### src/sv/lse_pkg.sv
package lse_pkg;

  localparam int unsigned COORD_W    = 20;
  localparam int unsigned INTEN_W    = 16;
  localparam int unsigned THR_W      = 19;
  localparam int unsigned SCAN_W     = 7;
  localparam int unsigned LINE_NUM_W = 6;
  localparam int unsigned CFG_IDX_W  = 3;
  localparam int unsigned CFG_DATA_W = THR_W;
  localparam int unsigned SQ_W       = 2 * COORD_W - 1;
  localparam int unsigned SUM_W      = SQ_W + 2;
  localparam int unsigned THR_SQ_W   = 2 * THR_W;
  localparam int unsigned DX_W       = COORD_W + 1;

  localparam logic [THR_W-1:0]    DEPTH_THR_RST = '0;
  localparam logic [THR_W-1:0]    DIST_THR_RST  = 19'h7FFFF;
  localparam logic [THR_SQ_W-1:0] DIST_SQ_RST   = 38'd274876858369;
  localparam logic [THR_W-1:0]    EDGE_THR_RST  = '0;
  localparam logic [INTEN_W-1:0]  INTEN_THR_RST = '0;
  localparam logic [SCAN_W-1:0]   SCAN_CNT_RST  = 7'd64;

  typedef enum logic [CFG_IDX_W-1:0] {
    REG_DEPTH_THR = 3'd0,
    REG_DIST_THR  = 3'd1,
    REG_EDGE_THR  = 3'd2,
    REG_INTEN_THR = 3'd3,
    REG_SCAN_CNT  = 3'd4
  } cfg_reg_e;

  typedef struct packed {
    logic                      frame_start;
    logic                      finite;
    logic signed [COORD_W-1:0] x;
    logic signed [COORD_W-1:0] y;
    logic signed [COORD_W-1:0] z;
    logic [INTEN_W-1:0]        inten;
  } raw_pt_t;

  typedef struct packed {
    logic signed [COORD_W-1:0] x;
    logic signed [COORD_W-1:0] y;
    logic signed [COORD_W-1:0] z;
    logic [INTEN_W-1:0]        inten;
    logic                      near;
  } point_t;

  typedef struct packed {
    logic   frame_start;
    logic   keep;
    point_t pt;
  } staged_t;

endpackage

### src/sv/lse_point_if.sv
interface lse_point_if;
  import lse_pkg::*;

  logic                      valid;
  logic                      ready;
  logic                      frame_start;
  logic                      finite;
  logic signed [COORD_W-1:0] x_coord;
  logic signed [COORD_W-1:0] y_coord;
  logic signed [COORD_W-1:0] z_coord;
  logic [INTEN_W-1:0]        intensity;

  modport source (
    output valid, frame_start, finite, x_coord, y_coord, z_coord, intensity,
    input  ready
  );
  modport sink (
    input  valid, frame_start, finite, x_coord, y_coord, z_coord, intensity,
    output ready
  );
endinterface

### src/sv/lse_edge_if.sv
interface lse_edge_if;
  import lse_pkg::*;

  logic                      valid;
  logic                      ready;
  logic signed [COORD_W-1:0] edge_x;
  logic signed [COORD_W-1:0] edge_y;
  logic signed [COORD_W-1:0] edge_z;
  logic [INTEN_W-1:0]        edge_intensity;
  logic [LINE_NUM_W-1:0]     line_number;

  modport source (
    output valid, edge_x, edge_y, edge_z, edge_intensity, line_number,
    input  ready
  );
  modport sink (
    input  valid, edge_x, edge_y, edge_z, edge_intensity, line_number,
    output ready
  );
endinterface

### src/sv/lse_cfg_if.sv
interface lse_cfg_if;
  import lse_pkg::*;

  logic                  valid;
  logic                  ready;
  logic [CFG_IDX_W-1:0]  index;
  logic [CFG_DATA_W-1:0] data;

  modport source (output valid, index, data, input ready);
  modport sink   (input valid, index, data, output ready);
endinterface

### src/sv/lse_range.sv
module lse_range (
  input  logic                             clk_i,
  input  logic                             rst_ni,
  input  logic                             in_valid_i,
  output logic                             in_ready_o,
  input  lse_pkg::raw_pt_t                 in_pt_i,
  input  logic [lse_pkg::THR_SQ_W-1:0]     depth_sq_i,
  input  logic [lse_pkg::THR_SQ_W-1:0]     dist_sq_i,
  output logic                             out_valid_o,
  input  logic                             out_ready_i,
  output lse_pkg::staged_t                 out_pt_o
);
  import lse_pkg::*;

  logic                         s1_valid_q;
  raw_pt_t                      s1_pt_q;
  logic [SQ_W-1:0]              xx_q, yy_q, zz_q;
  logic [SQ_W-1:0]              xx_full, yy_full, zz_full;
  logic                         s1_en, s2_en;
  logic                         s2_valid_q;
  staged_t                      s2_q;
  logic [SUM_W-1:0]             sum;

  assign s2_en      = !s2_valid_q || out_ready_i;
  assign s1_en      = !s1_valid_q || s2_en;
  assign in_ready_o = s1_en;

  assign xx_full = SQ_W'((2*COORD_W)'(in_pt_i.x) * (2*COORD_W)'(in_pt_i.x));
  assign yy_full = SQ_W'((2*COORD_W)'(in_pt_i.y) * (2*COORD_W)'(in_pt_i.y));
  assign zz_full = SQ_W'((2*COORD_W)'(in_pt_i.z) * (2*COORD_W)'(in_pt_i.z));

  always_ff @(posedge clk_i or negedge rst_ni) begin
    if (!rst_ni) begin
      s1_valid_q <= 1'b0;
    end else if (s1_en) begin
      s1_valid_q <= in_valid_i;
    end
  end

  always_ff @(posedge clk_i) begin
    if (s1_en && in_valid_i) begin
      s1_pt_q <= in_pt_i;
      xx_q    <= xx_full;
      yy_q    <= yy_full;
      zz_q    <= zz_full;
    end
  end

  assign sum = SUM_W'(xx_q) + SUM_W'(yy_q) + SUM_W'(zz_q);

  always_ff @(posedge clk_i or negedge rst_ni) begin
    if (!rst_ni) begin
      s2_valid_q <= 1'b0;
    end else if (s2_en) begin
      s2_valid_q <= s1_valid_q;
    end
  end

  always_ff @(posedge clk_i) begin
    if (s2_en && s1_valid_q) begin
      s2_q.frame_start <= s1_pt_q.frame_start;
      s2_q.keep        <= s1_pt_q.finite && (sum > SUM_W'(depth_sq_i));
      s2_q.pt.x        <= s1_pt_q.x;
      s2_q.pt.y        <= s1_pt_q.y;
      s2_q.pt.z        <= s1_pt_q.z;
      s2_q.pt.inten    <= s1_pt_q.inten;
      s2_q.pt.near     <= sum <= SUM_W'(dist_sq_i);
    end
  end

  assign out_valid_o = s2_valid_q;
  assign out_pt_o    = s2_q;

endmodule

### src/sv/lse_cell.sv
module lse_cell (
  input  logic            clk_i,
  input  logic            load_i,
  input  lse_pkg::point_t d_i,
  output lse_pkg::point_t q_o
);
  import lse_pkg::*;

  point_t pt_q;

  always_ff @(posedge clk_i) begin
    if (load_i) begin
      pt_q <= d_i;
    end
  end

  assign q_o = pt_q;

endmodule

### src/sv/lidar_scanline_edge_extractor.sv
// Lidar scan-line edge extractor.
// point_i takes one lidar point per transaction (frame marker, finite flag,
// x/y/z in millimetres, intensity). edge_o gives one edge point per
// transaction, tagged with its scan line. cfg_i writes the threshold and
// line-count registers; it is always ready and must only be used while no
// point is in flight.
// Throughput: one point per cycle while edge_o does not stall. A point passes
// a squaring stage, a range sum/compare stage and then the two-cell window
// row; an edge is written to the output register as its "next" neighbour
// passes from the range stages into the window row.
// When edge_o stalls, the output register holds its edge and the two range
// stages keep filling, so up to two more points are accepted before
// point_i.ready drops.
// Reset clears the pipeline, window fill, line counter and angle history and
// loads the register defaults; there is no clearing pass.
module lidar_scanline_edge_extractor #(
  parameter int unsigned MAX_LINES = 64
) (
  input  logic       clk_i,
  input  logic       rst_ni,
  lse_point_if.sink  point_i,
  lse_edge_if.source edge_o,
  lse_cfg_if.sink    cfg_i
);
  import lse_pkg::*;

  localparam int unsigned LINE_W = $clog2(MAX_LINES + 1);
  localparam int unsigned CMP_W  = (LINE_W > SCAN_W) ? LINE_W : SCAN_W;

  logic [THR_W-1:0]    edge_thr_q;
  logic [INTEN_W-1:0]  inten_thr_q;
  logic [SCAN_W-1:0]   scan_cnt_q;
  logic [THR_SQ_W-1:0] depth_sq_q, dist_sq_q, wr_sq;
  logic                cfg_fire;

  raw_pt_t             in_pt;
  staged_t             st;
  logic                st_valid, fire3;

  logic [1:0]          fill_q, fill_d;
  logic                pan_q, pan_d, hp_q, hp_d;
  logic [LINE_W-1:0]   line_q, line_d;
  logic [CMP_W-1:0]    limit;
  point_t              cell0, cell1, cell0_d;
  logic                load0, load1;

  logic                neg, pos, emit;
  logic [INTEN_W-1:0]  gi_a, gi_p, gi;
  logic signed [DX_W-1:0] dx_a, dx_p, dx;

  logic                out_valid_q;
  point_t              out_pt_q;
  logic [LINE_W-1:0]   out_line_q;

  assign cfg_i.ready = 1'b1;
  assign cfg_fire    = cfg_i.valid && cfg_i.ready;
  assign wr_sq       = THR_SQ_W'(cfg_i.data) * THR_SQ_W'(cfg_i.data);

  always_ff @(posedge clk_i or negedge rst_ni) begin
    if (!rst_ni) begin
      edge_thr_q  <= EDGE_THR_RST;
      inten_thr_q <= INTEN_THR_RST;
      scan_cnt_q  <= SCAN_CNT_RST;
      depth_sq_q  <= '0;
      dist_sq_q   <= DIST_SQ_RST;
    end else if (cfg_fire) begin
      unique case (cfg_reg_e'(cfg_i.index))
        REG_DEPTH_THR: depth_sq_q  <= wr_sq;
        REG_DIST_THR:  dist_sq_q   <= wr_sq;
        REG_EDGE_THR:  edge_thr_q  <= cfg_i.data;
        REG_INTEN_THR: inten_thr_q <= cfg_i.data[INTEN_W-1:0];
        REG_SCAN_CNT:  scan_cnt_q  <= cfg_i.data[SCAN_W-1:0];
        default: ;
      endcase
    end
  end

  assign in_pt.frame_start = point_i.frame_start;
  assign in_pt.finite      = point_i.finite;
  assign in_pt.x           = point_i.x_coord;
  assign in_pt.y           = point_i.y_coord;
  assign in_pt.z           = point_i.z_coord;
  assign in_pt.inten       = point_i.intensity;

  lse_range u_range (
    .clk_i       (clk_i),
    .rst_ni      (rst_ni),
    .in_valid_i  (point_i.valid),
    .in_ready_o  (point_i.ready),
    .in_pt_i     (in_pt),
    .depth_sq_i  (depth_sq_q),
    .dist_sq_i   (dist_sq_q),
    .out_valid_o (st_valid),
    .out_ready_i (fire3),
    .out_pt_o    (st)
  );

  assign fire3 = st_valid && (!out_valid_q || edge_o.ready);

  lse_cell u_cell0 (
    .clk_i  (clk_i),
    .load_i (load0),
    .d_i    (cell0_d),
    .q_o    (cell0)
  );

  lse_cell u_cell1 (
    .clk_i  (clk_i),
    .load_i (load1),
    .d_i    (st.pt),
    .q_o    (cell1)
  );

  assign gi_a = (cell0.inten > cell1.inten) ? cell0.inten - cell1.inten
                                            : cell1.inten - cell0.inten;
  assign gi_p = (st.pt.inten > cell1.inten) ? st.pt.inten - cell1.inten
                                            : cell1.inten - st.pt.inten;
  assign gi   = (gi_p > gi_a) ? gi_p : gi_a;
  assign dx_a = DX_W'(cell0.x) - DX_W'(cell1.x);
  assign dx_p = DX_W'(st.pt.x) - DX_W'(cell1.x);
  assign dx   = (dx_p > dx_a) ? dx_p : dx_a;

  assign neg   = st.pt.y[COORD_W-1];
  assign pos   = (!st.pt.y[COORD_W-1] && (st.pt.y != '0))
              || ((st.pt.y == '0) && st.pt.x[COORD_W-1]);
  assign limit = (CMP_W'(scan_cnt_q) < CMP_W'(MAX_LINES)) ? CMP_W'(scan_cnt_q)
                                                          : CMP_W'(MAX_LINES);

  always_comb begin
    fill_d  = st.frame_start ? 2'd0 : fill_q;
    pan_d   = st.frame_start ? 1'b0 : pan_q;
    hp_d    = st.frame_start ? 1'b0 : hp_q;
    line_d  = st.frame_start ? '0 : line_q;
    load0   = 1'b0;
    load1   = 1'b0;
    cell0_d = cell1;
    emit    = 1'b0;
    if (st.keep) begin
      if (hp_d && pan_d && pos) begin
        fill_d = 2'd0;
        if (line_d < LINE_W'(MAX_LINES)) begin
          line_d = line_d + 1'b1;
        end
      end
      hp_d  = 1'b1;
      pan_d = neg;
      if (CMP_W'(line_d) < limit) begin
        case (fill_d)
          2'd0: begin
            load0   = 1'b1;
            cell0_d = st.pt;
            fill_d  = 2'd1;
          end
          2'd1: begin
            load1  = 1'b1;
            fill_d = 2'd2;
          end
          default: begin
            load0 = 1'b1;
            load1 = 1'b1;
            emit  = !cell1.x[COORD_W-1] && cell1.near && (gi > inten_thr_q)
                 && (dx > $signed({2'b00, edge_thr_q}));
          end
        endcase
      end
    end
    if (!fire3) begin
      fill_d = fill_q;
      pan_d  = pan_q;
      hp_d   = hp_q;
      line_d = line_q;
      load0  = 1'b0;
      load1  = 1'b0;
      emit   = 1'b0;
    end
  end

  always_ff @(posedge clk_i or negedge rst_ni) begin
    if (!rst_ni) begin
      fill_q <= 2'd0;
      pan_q  <= 1'b0;
      hp_q   <= 1'b0;
      line_q <= '0;
    end else begin
      fill_q <= fill_d;
      pan_q  <= pan_d;
      hp_q   <= hp_d;
      line_q <= line_d;
    end
  end

  always_ff @(posedge clk_i or negedge rst_ni) begin
    if (!rst_ni) begin
      out_valid_q <= 1'b0;
    end else if (fire3) begin
      out_valid_q <= emit;
    end else if (edge_o.ready) begin
      out_valid_q <= 1'b0;
    end
  end

  always_ff @(posedge clk_i) begin
    if (emit) begin
      out_pt_q   <= cell1;
      out_line_q <= line_d;
    end
  end

  assign edge_o.valid          = out_valid_q;
  assign edge_o.edge_x         = out_pt_q.x;
  assign edge_o.edge_y         = out_pt_q.y;
  assign edge_o.edge_z         = out_pt_q.z;
  assign edge_o.edge_intensity = out_pt_q.inten;
  assign edge_o.line_number    = LINE_NUM_W'(out_line_q);

  a_fill_range: assert property (@(posedge clk_i) disable iff (!rst_ni)
    fill_q != 2'd3)
    else $error("window fill out of range");

  a_line_sat: assert property (@(posedge clk_i) disable iff (!rst_ni)
    line_q <= LINE_W'(MAX_LINES))
    else $error("line counter beyond limit");

  a_frame_clear: assert property (@(posedge clk_i) disable iff (!rst_ni)
    (fire3 && st.frame_start) |=> (line_q == '0))
    else $error("frame start did not reset line counter");

  a_emit_full: assert property (@(posedge clk_i) disable iff (!rst_ni)
    emit |-> (fire3 && load0 && load1 && (fill_d == 2'd2)))
    else $error("edge emitted without a full window");

  a_out_src: assert property (@(posedge clk_i) disable iff (!rst_ni)
    $rose(out_valid_q) |-> $past(fire3))
    else $error("output valid without a processed point");

endmodule

### src/flat_wrapper.sv
// flat-port wrapper written by rule: the top's interface ports become plain ports
module lidar_scanline_edge_extractor_flat import lse_pkg::*;
#(
  parameter int unsigned MAX_LINES = 64
)
  (clk_i, rst_ni, point_i_valid, point_i_frame_start, point_i_finite, point_i_x_coord, point_i_y_coord, point_i_z_coord, point_i_intensity, point_i_ready, edge_o_valid, edge_o_edge_x, edge_o_edge_y, edge_o_edge_z, edge_o_edge_intensity, edge_o_line_number, edge_o_ready, cfg_i_valid, cfg_i_index, cfg_i_data, cfg_i_ready);
  lse_point_if point_i_i ();
  lse_edge_if edge_o_i ();
  lse_cfg_if cfg_i_i ();
  input  logic clk_i;
  input  logic rst_ni;
  input wire logic [$bits(point_i_i.valid)-1:0] point_i_valid;
  input wire logic [$bits(point_i_i.frame_start)-1:0] point_i_frame_start;
  input wire logic [$bits(point_i_i.finite)-1:0] point_i_finite;
  input wire logic [$bits(point_i_i.x_coord)-1:0] point_i_x_coord;
  input wire logic [$bits(point_i_i.y_coord)-1:0] point_i_y_coord;
  input wire logic [$bits(point_i_i.z_coord)-1:0] point_i_z_coord;
  input wire logic [$bits(point_i_i.intensity)-1:0] point_i_intensity;
  output wire logic [$bits(point_i_i.ready)-1:0] point_i_ready;
  output wire logic [$bits(edge_o_i.valid)-1:0] edge_o_valid;
  output wire logic [$bits(edge_o_i.edge_x)-1:0] edge_o_edge_x;
  output wire logic [$bits(edge_o_i.edge_y)-1:0] edge_o_edge_y;
  output wire logic [$bits(edge_o_i.edge_z)-1:0] edge_o_edge_z;
  output wire logic [$bits(edge_o_i.edge_intensity)-1:0] edge_o_edge_intensity;
  output wire logic [$bits(edge_o_i.line_number)-1:0] edge_o_line_number;
  input wire logic [$bits(edge_o_i.ready)-1:0] edge_o_ready;
  input wire logic [$bits(cfg_i_i.valid)-1:0] cfg_i_valid;
  input wire logic [$bits(cfg_i_i.index)-1:0] cfg_i_index;
  input wire logic [$bits(cfg_i_i.data)-1:0] cfg_i_data;
  output wire logic [$bits(cfg_i_i.ready)-1:0] cfg_i_ready;
  assign point_i_i.valid = point_i_valid;
  assign point_i_i.frame_start = point_i_frame_start;
  assign point_i_i.finite = point_i_finite;
  assign point_i_i.x_coord = point_i_x_coord;
  assign point_i_i.y_coord = point_i_y_coord;
  assign point_i_i.z_coord = point_i_z_coord;
  assign point_i_i.intensity = point_i_intensity;
  assign point_i_ready = point_i_i.ready;
  assign edge_o_valid = edge_o_i.valid;
  assign edge_o_edge_x = edge_o_i.edge_x;
  assign edge_o_edge_y = edge_o_i.edge_y;
  assign edge_o_edge_z = edge_o_i.edge_z;
  assign edge_o_edge_intensity = edge_o_i.edge_intensity;
  assign edge_o_line_number = edge_o_i.line_number;
  assign edge_o_i.ready = edge_o_ready;
  assign cfg_i_i.valid = cfg_i_valid;
  assign cfg_i_i.index = cfg_i_index;
  assign cfg_i_i.data = cfg_i_data;
  assign cfg_i_ready = cfg_i_i.ready;
  lidar_scanline_edge_extractor #(.MAX_LINES(MAX_LINES)) u_core (.clk_i(clk_i), .rst_ni(rst_ni), .point_i(point_i_i), .edge_o(edge_o_i), .cfg_i(cfg_i_i));
endmodule
### config.mk
export PLATFORM = sky130hd
export DESIGN_NAME = lidar_scanline_edge_extractor_flat
export DESIGN_NICKNAME = d
export VERILOG_FILES = /design/src/sv/lse_pkg.sv /design/src/sv/lse_point_if.sv /design/src/sv/lse_edge_if.sv /design/src/sv/lse_cfg_if.sv /design/src/sv/lse_range.sv /design/src/sv/lse_cell.sv /design/src/sv/lidar_scanline_edge_extractor.sv /design/src/flat_wrapper.sv
export SDC_FILE = /design/constraint.sdc
export NUM_CORES = 2
export LEC_CHECK = 0
export BUFFER_PORTS_ARGS = -buffer_cell sky130_fd_sc_hd__buf_2
export CORE_UTILIZATION = 25
export CTS_BUF_LIST = sky130_fd_sc_hd__clkbuf_2
export CTS_CLUSTER_SIZE = 14
export DETAILED_ROUTE_END_ITERATION = 6
export GPL_ROUTABILITY_DRIVEN = 0
export PLACE_DENSITY = 0.43
export SLEW_MARGIN = 25
export SYNTH_ARGS = -nofsm -noshare
export SYNTH_HDL_FRONTEND = slang
export SYNTH_SLANG_ARGS = --single-unit
### constraint.sdc
create_clock -name clk_i -period 13.8 [get_ports clk_i]
set_input_delay 1.38 -clock clk_i [delete_from_list [all_inputs] [get_ports clk_i]]
set_output_delay 1.38 -clock clk_i [all_outputs]
set_load 0.02 [all_outputs]
-- Word-level counts from Yosys, hierarchy flattened
Cells that the tools add are included.
- reductions and logical operators: 31
- $lt $le $gt $ge: 11
- add/subtract/negate cells: 9
- $mul: 4
- equality and inequality tests: 5
- mux-type cells: 38
- operator list (kind ; count):
    $mux 77 ; 3
    $mul 20x20->39 ; 3
    $gt 16x16->1 ; 4
    $sub 16x16->16 ; 4
    $mux 7 ; 7
    $mux 16 ; 3
    $sub 20x20->21 ; 2
    $add 40x39->41 ; 1
    $gt 41x38->1 ; 1
    $le 41x38->1 ; 1
    $add 39x39->40 ; 1
    $mul 19x19->38 ; 1
    $gt 21x20->1 ; 1
    $gt 21x21->1 ; 1
    $mux 21 ; 1
    $logic_not 20->1 ; 1
    $reduce_bool 20->1 ; 1
    $mux 1 ; 18
    $lt 7x7->1 const B ; 2
    $logic_and 1x1->1 ; 11
    $mux 2 ; 5
    $reduce_and 2->1 ; 5
    $add 7x1->7 const B ; 1
    $lt 7x7->1 ; 1
    other kinds (11) ; 19
- flip-flop bits (word level): 601
- output and inout port bits: 85
- word-level logic and storage cells: 138
- bits of input ports: 105

-- Logic depth before layout (Yosys ltp)
- depth after elaboration: 13
- mapped depth: 37
- gate-level depth less buffers: 35

-- Modules after synthesis
From an unflattened synthesis, not the netlist that was laid out.
- cells, all modules: 7936
- area total of the unflattened synthesis: 82336.5 µm²
- modules (own cells, without submodules) (module ; cells an instance ; times used ; area an instance (µm²) ; seq. area each (µm²)):
    lse_range ; 5091 ; 1 ; 52350.2 ; 8097.8
    lidar_scanline_edge_extractor ; 2691 ; 1 ; 25361.8 ; 5690.5
    lse_cell ; 77 ; 2 ; 2312.2 ; 2312.2

-- Worst setup path before layout
No wires, ideal clock.
- path kind: flip-flop to flip-flop
- from: register u_core.u_cell1.pt_q, in the netlist u_core.u_cell1.q_o[2]
- to: register u_core.out_pt_q, in the netlist u_core.edge_o.edge_intensity[0], enable pin
- data required time: 13243 ps
- setup slack: 2615 ps
- cell stages (with the launch flop): 34
- period minus slack after synthesis: 11185 ps
- arrival time: 10628 ps
- buffers on the path: 2
- path through: edfxtp_1 -> inv_1 -> fa_1 -> a21o_1 -> a21o_1 -> a2111oi_0 -> or3_1 -> o211ai_2 -> buf_2 -> a211oi_1 -> a21oi_1 -> xnor2_1 -> ha_1 -> a21o_1 -> a21o_1 -> a21o_1 -> a21o_1 -> a21o_1 -> o21ai_0 -> a21oi_1 -> o31ai_1 -> buf_2 -> nand2_1 -> o21a_1 -> ha_1 -> nand4_1 -> nor2_1 -> a211oi_1 -> o21ai_0 -> a21oi_1 -> nor2_1 -> o21ai_0 -> or4b_1 -> a22oi_1
- longest elaborated chain between the ends: 11
- elaborated cells between the ends (all ways): 17
- classes of those cells: add/sub: 4; order compare: 4; mux: 7; reduce/logical: 2
- RTL lines (element ; line ; text):
    start: declaration ; lse_cell.sv:9 ; point_t pt_q;
    start signal: assignment ; lse_cell.sv:13 ; pt_q <= d_i;
    $sub 16x16->16, or another cell as far along ; lidar_scanline_edge_extractor.sv:117 ; : cell1.inten - st.pt.inten;
    $mux 16 (on tied branches) ; lidar_scanline_edge_extractor.sv:116, lidar_scanline_edge_extractor.sv:114 ;
    $gt 16x16->1 ; lidar_scanline_edge_extractor.sv:118 ; assign gi = (gi_p > gi_a) ? gi_p : gi_a;
    $mux 16 (*) ; lidar_scanline_edge_extractor.sv:118 ;
    $gt 16x16->1 (*) ; lidar_scanline_edge_extractor.sv:161 ; emit = !cell1.x[COORD_W-1] && cell1.near && (gi > inten_thr_q)
    $logic_and 1x1->1 (*) ; lidar_scanline_edge_extractor.sv:161 ;
    $logic_and 1x1->1 (*) ; lidar_scanline_edge_extractor.sv:162 ; && (dx > $signed({2'b00, edge_thr_q}));
    $mux 1 (*) ; lidar_scanline_edge_extractor.sv:148 ; case (fill_d)
    $mux 1 (*) ; lidar_scanline_edge_extractor.sv:147 ; if (CMP_W'(line_d) < limit) begin
    $mux 1 (*) ; lidar_scanline_edge_extractor.sv:138 ; if (st.keep) begin
    $mux 1 (*) ; lidar_scanline_edge_extractor.sv:167 ; if (!fire3) begin
    via u_core.emit ; lidar_scanline_edge_extractor.sv:47 ; logic neg, pos, emit;
    end signal: assignment ; lidar_scanline_edge_extractor.sv:204 ; out_pt_q <= cell1;
    end: declaration ; lidar_scanline_edge_extractor.sv:52 ; point_t out_pt_q;
Mark *: on every way through the listed nets, which the timed path passes. The rest lies on a longest branch.
A chain may end at the register's enable or synchronous reset.

-- Worst setup path after layout
- from: register u_core.u_cell1.pt_q, in the netlist u_core.u_cell1.q_o[2]
- to: register u_core.out_pt_q, in the netlist u_core.edge_o.edge_z[8], enable pin
The elaborated chain is that of the path after synthesis.

==> out/metrics.csv <==
metric,value,unit
accumulated_negative_setup_slack,0,ns
cts_tree,built,
setup_viol,0,
post_cts_resized,0,
start_kind,register,
cts_setup_buffers,0,
synthDominantAreaCellType,sky130_fd_sc_hd__fa_1,
worst_setup_path_type,reg -> reg,
slew_at_the_pin_closest_to_its_max_slew_limit,1.050,ns
postSynthAreaPerCell,10.32,µm²
maximum_number_of_pins_on_one_net_before_global_route_repair,72,
groute.usage.overall,14.03,%
grt-ovfl-total,0,
synthDominantCellAreaShare,35.73,%
cap_violations,0,
final_nets,10250,
hold_violations,0,
tritoncts.num_buffers,173,
worst_setup_hold_path_clk_slew,0.10,ns
cp-end-kind,register,
synth_edf_count,463,
die_h,568.3,µm
worstHoldPathType,in -> reg,
post-route-util,27.50,%
layout_min_cycle_time,9.630,ns
yosys.cell_count.top_type,sky130_fd_sc_hd__inv_1,
synth-seq-area-share,21.43,%
netlist-cell-type-count,87,
htree_levels,4,
first_pass_iters,5,
syn_area,80170,µm²
dr.first_iter.drc_count,2554,
finalCritPeriodShare,69.78,%
detailed_place_hpwl,180700,µm
critical_path.slowest_cell,sky130_fd_sc_hd__o31ai_4,
synth.ff_latch_count,593,
grt_first_pass_wirelength,349600,µm
initial_utilization,25.17,%
count_of_synthesis_stage_warnings_from_yosys,0,
core_region_area,318600,µm²
final-max-slew-violation-count,0,
dp_cells,11970,
antenna_found_initial,16,
worst-endpoint-required,14.66,ns
slowest_stage_delay_cp,0.86,ns
cts-root-to-sink-buffers,4,
cts-root-buf,sky130_fd_sc_hd__clkbuf_2,
reg2reg_setup_slack,4.17,ns
post_cts_hold_buffer_count,19,
max-slew-margin-rel,29.99,%
drive_gt1_share,7.696,%
critical_path.max_fanout,51,
grt_setup_unrepaired,no,
fin_worst_skew,0.2436,ns
synth.cells.most_frequent,"sky130_fd_sc_hd__inv_1, sky130_fd_sc_hd__fa_1, sky130_fd_sc_hd__ha_1",
design.portCount,190,
drt-wirelength-per-cell,18.15,µm
detail_route.drc_violations,0,
postSynth.asyncResetShare,21.92,%
clk_latency,1.47,ns
detailed_place.area,85880,µm²
filler_cell_count,33800,
synth_flop_cell,sky130_fd_sc_hd__edfxtp_1,
drtAntennaViolNets,0,
chipWidth,568.3,µm
critPathArrivalTime,10.49,ns
drt-vias-per-instance,4.349,
vias_in_the_first_global_route,59160,
wl,223200,µm
port_buffers,188,
core.rowCount,207,
cts_sinks,593,
regArea,17180,µm²
cp_common_cell,sky130_fd_sc_hd__a21o_1,
syn_to_final_growth,9.263,%
yosys-top-cells-area,"sky130_fd_sc_hd__fa_1, sky130_fd_sc_hd__edfxtp_1, sky130_fd_sc_hd__ha_1",
design_area,87590,µm²
num_vias,53480,
fp.dieArea,322900,µm²
multi_input_area,55360,µm²
final_cell_count_no_fill,12300,
outcome,"complete, no violations",
max_freq,103.8,MHz
synthCells,7765,
==> placed cells by master (no fill, tap or decap), types with 13 or more instances in the layout <==
cell,instances
sky130_fd_sc_hd__inv_1,1851
sky130_fd_sc_hd__fa_1,1431
sky130_fd_sc_hd__ha_1,728
sky130_fd_sc_hd__nand2_1,624
sky130_fd_sc_hd__edfxtp_1,463
sky130_fd_sc_hd__and2_1,317
sky130_fd_sc_hd__nor2_1,267
sky130_fd_sc_hd__a21oi_1,262
sky130_fd_sc_hd__o21ai_0,253
sky130_fd_sc_hd__clkbuf_2,248
sky130_fd_sc_hd__buf_2,187
sky130_fd_sc_hd__xnor2_1,182
sky130_fd_sc_hd__a21o_1,181
sky130_fd_sc_hd__dfrtp_1,110
sky130_fd_sc_hd__xor2_1,107
sky130_fd_sc_hd__nand2b_1,68
sky130_fd_sc_hd__mux2_2,65
sky130_fd_sc_hd__nor2b_1,55
sky130_fd_sc_hd__o21a_1,51
sky130_fd_sc_hd__nand3_1,49
sky130_fd_sc_hd__nor3_1,46
sky130_fd_sc_hd__nand4_1,43
sky130_fd_sc_hd__clkinv_1,39
sky130_fd_sc_hd__a211oi_1,30
sky130_fd_sc_hd__and3_1,29
sky130_fd_sc_hd__mux2i_1,29
sky130_fd_sc_hd__o21bai_1,26
sky130_fd_sc_hd__buf_4,25
sky130_fd_sc_hd__a31oi_1,24
sky130_fd_sc_hd__dfstp_2,20
sky130_fd_sc_hd__dlygate4sd3_1,19
sky130_fd_sc_hd__or2_2,18
sky130_fd_sc_hd__or3_1,17
sky130_fd_sc_hd__o211ai_1,16
sky130_fd_sc_hd__a21boi_0,14
sky130_fd_sc_hd__nor4_1,14
sky130_fd_sc_hd__a31o_2,13
==> cells by family after synthesis <==
family / share of synthesized area [%]
buffers and inverters: 9.616
and+or+nand+nor: 9.563
other: 0.009368
xor gates and xnor gates: 3.157
muxes: 1.275
DFF: 21.43
adders and majority gates: 47.13
AOI/OAI and AO/OA: 7.821
==> critical path: cells and delay by family, from the launching register on <==
| kind | cells | cell delay [ns] |
|---|---|---|
| AND/OR/NAND/NOR | 3 | 0.95 |
| flip-flops | 1 | 0.55 |
| XOR/XNOR | 1 | 0.24 |
| adder cells (fa/ha/maj) | 3 | 1.04 |
| buffers and inverters | 3 | 1.24 |
| AO/OA/AOI/OAI | 20 | 4.59 |
| multiplexers | 1 | 0.43 |
==> registers in the layout, summed over array words and instances (netlist names), 6 cells and up <==
| name | cells |
|---|---|
| u_core.u_range.xx_q | 37 |
| u_core.line_q | 7 |
| u_core.depth_sq_q | 37 |
| u_core.u_range.s1_pt_q | 78 |
| u_core.scan_cnt_q | 7 |
| u_core.inten_thr_q | 16 |
| u_core.u_range.zz_q | 37 |
| u_core.edge_o.edge_z | 20 |
| u_core.dist_sq_q | 37 |
| u_core.edge_o.edge_y | 20 |
| u_core.u_cell1.q_o | 77 |
| u_core.u_cell0.q_o | 36 |
| u_core.edge_thr_q | 19 |
| u_core.out_line_q | 6 |
| u_core.u_range.out_pt_o | 79 |
| u_core.edge_o.edge_x | 20 |
| u_core.edge_o.edge_intensity | 16 |
| u_core.u_range.yy_q | 37 |
==> cell type report <==
cell class	count	share of cell area, %
antenna	8	0.02285
clock buffer	248	1.417
clock inverter	47	0.2285
inverter	1861	7.975
multi-input combinational	5125	63.20
sequential	593	19.61
tap	4180	5.971
timing repair buffer	234	1.576
==> metrics by stage <==
step	setup WS, ns	hold WS [ns]
global route	3.507	0.05753
floorplan	2.615	0.4003
detailed placement	4.309	0.4045
finish	4.170	0.3138
CTS	4.124	0.02785
global placement	4.415	0.4004
==> path summary, 6_finish.rpt <==
check	start	to	depth (start not counted)
max	u_core.u_cell1.q_o[2]	u_core.edge_o.edge_z[8]	31
min	point_i_valid	u_core.u_range.s1_valid_q	2
max reg2reg	u_core.u_cell1.q_o[2]	u_core.edge_o.edge_z[8]	31
min reg2reg	u_core.u_range.out_pt_o[17]	u_core.u_cell1.q_o[17]	0
max in group asynchronous	rst_ni	u_core.dist_sq_q[4]	3
min in group asynchronous	rst_ni	u_core.inten_thr_q[11]	2
==> layer usage <==
metal | track usage (%) | vias up | part of all wire, % | routed length, µm
met2 | 24.66 | 902 | 50 | 111800
met3 | 1.668 | 242 | 3.6 | 7983
met4 | 2.730 | 10 | 1.8 | 4010
met1 | 18.48 | 27490 | 45 | 99310
li1 | - | 24830 | - | -
met5 | 0 | - | 0.030 | 68
Power is not shown: default switching activity piles up to over one toggle a cycle in this logic, so the estimate is an artifact.
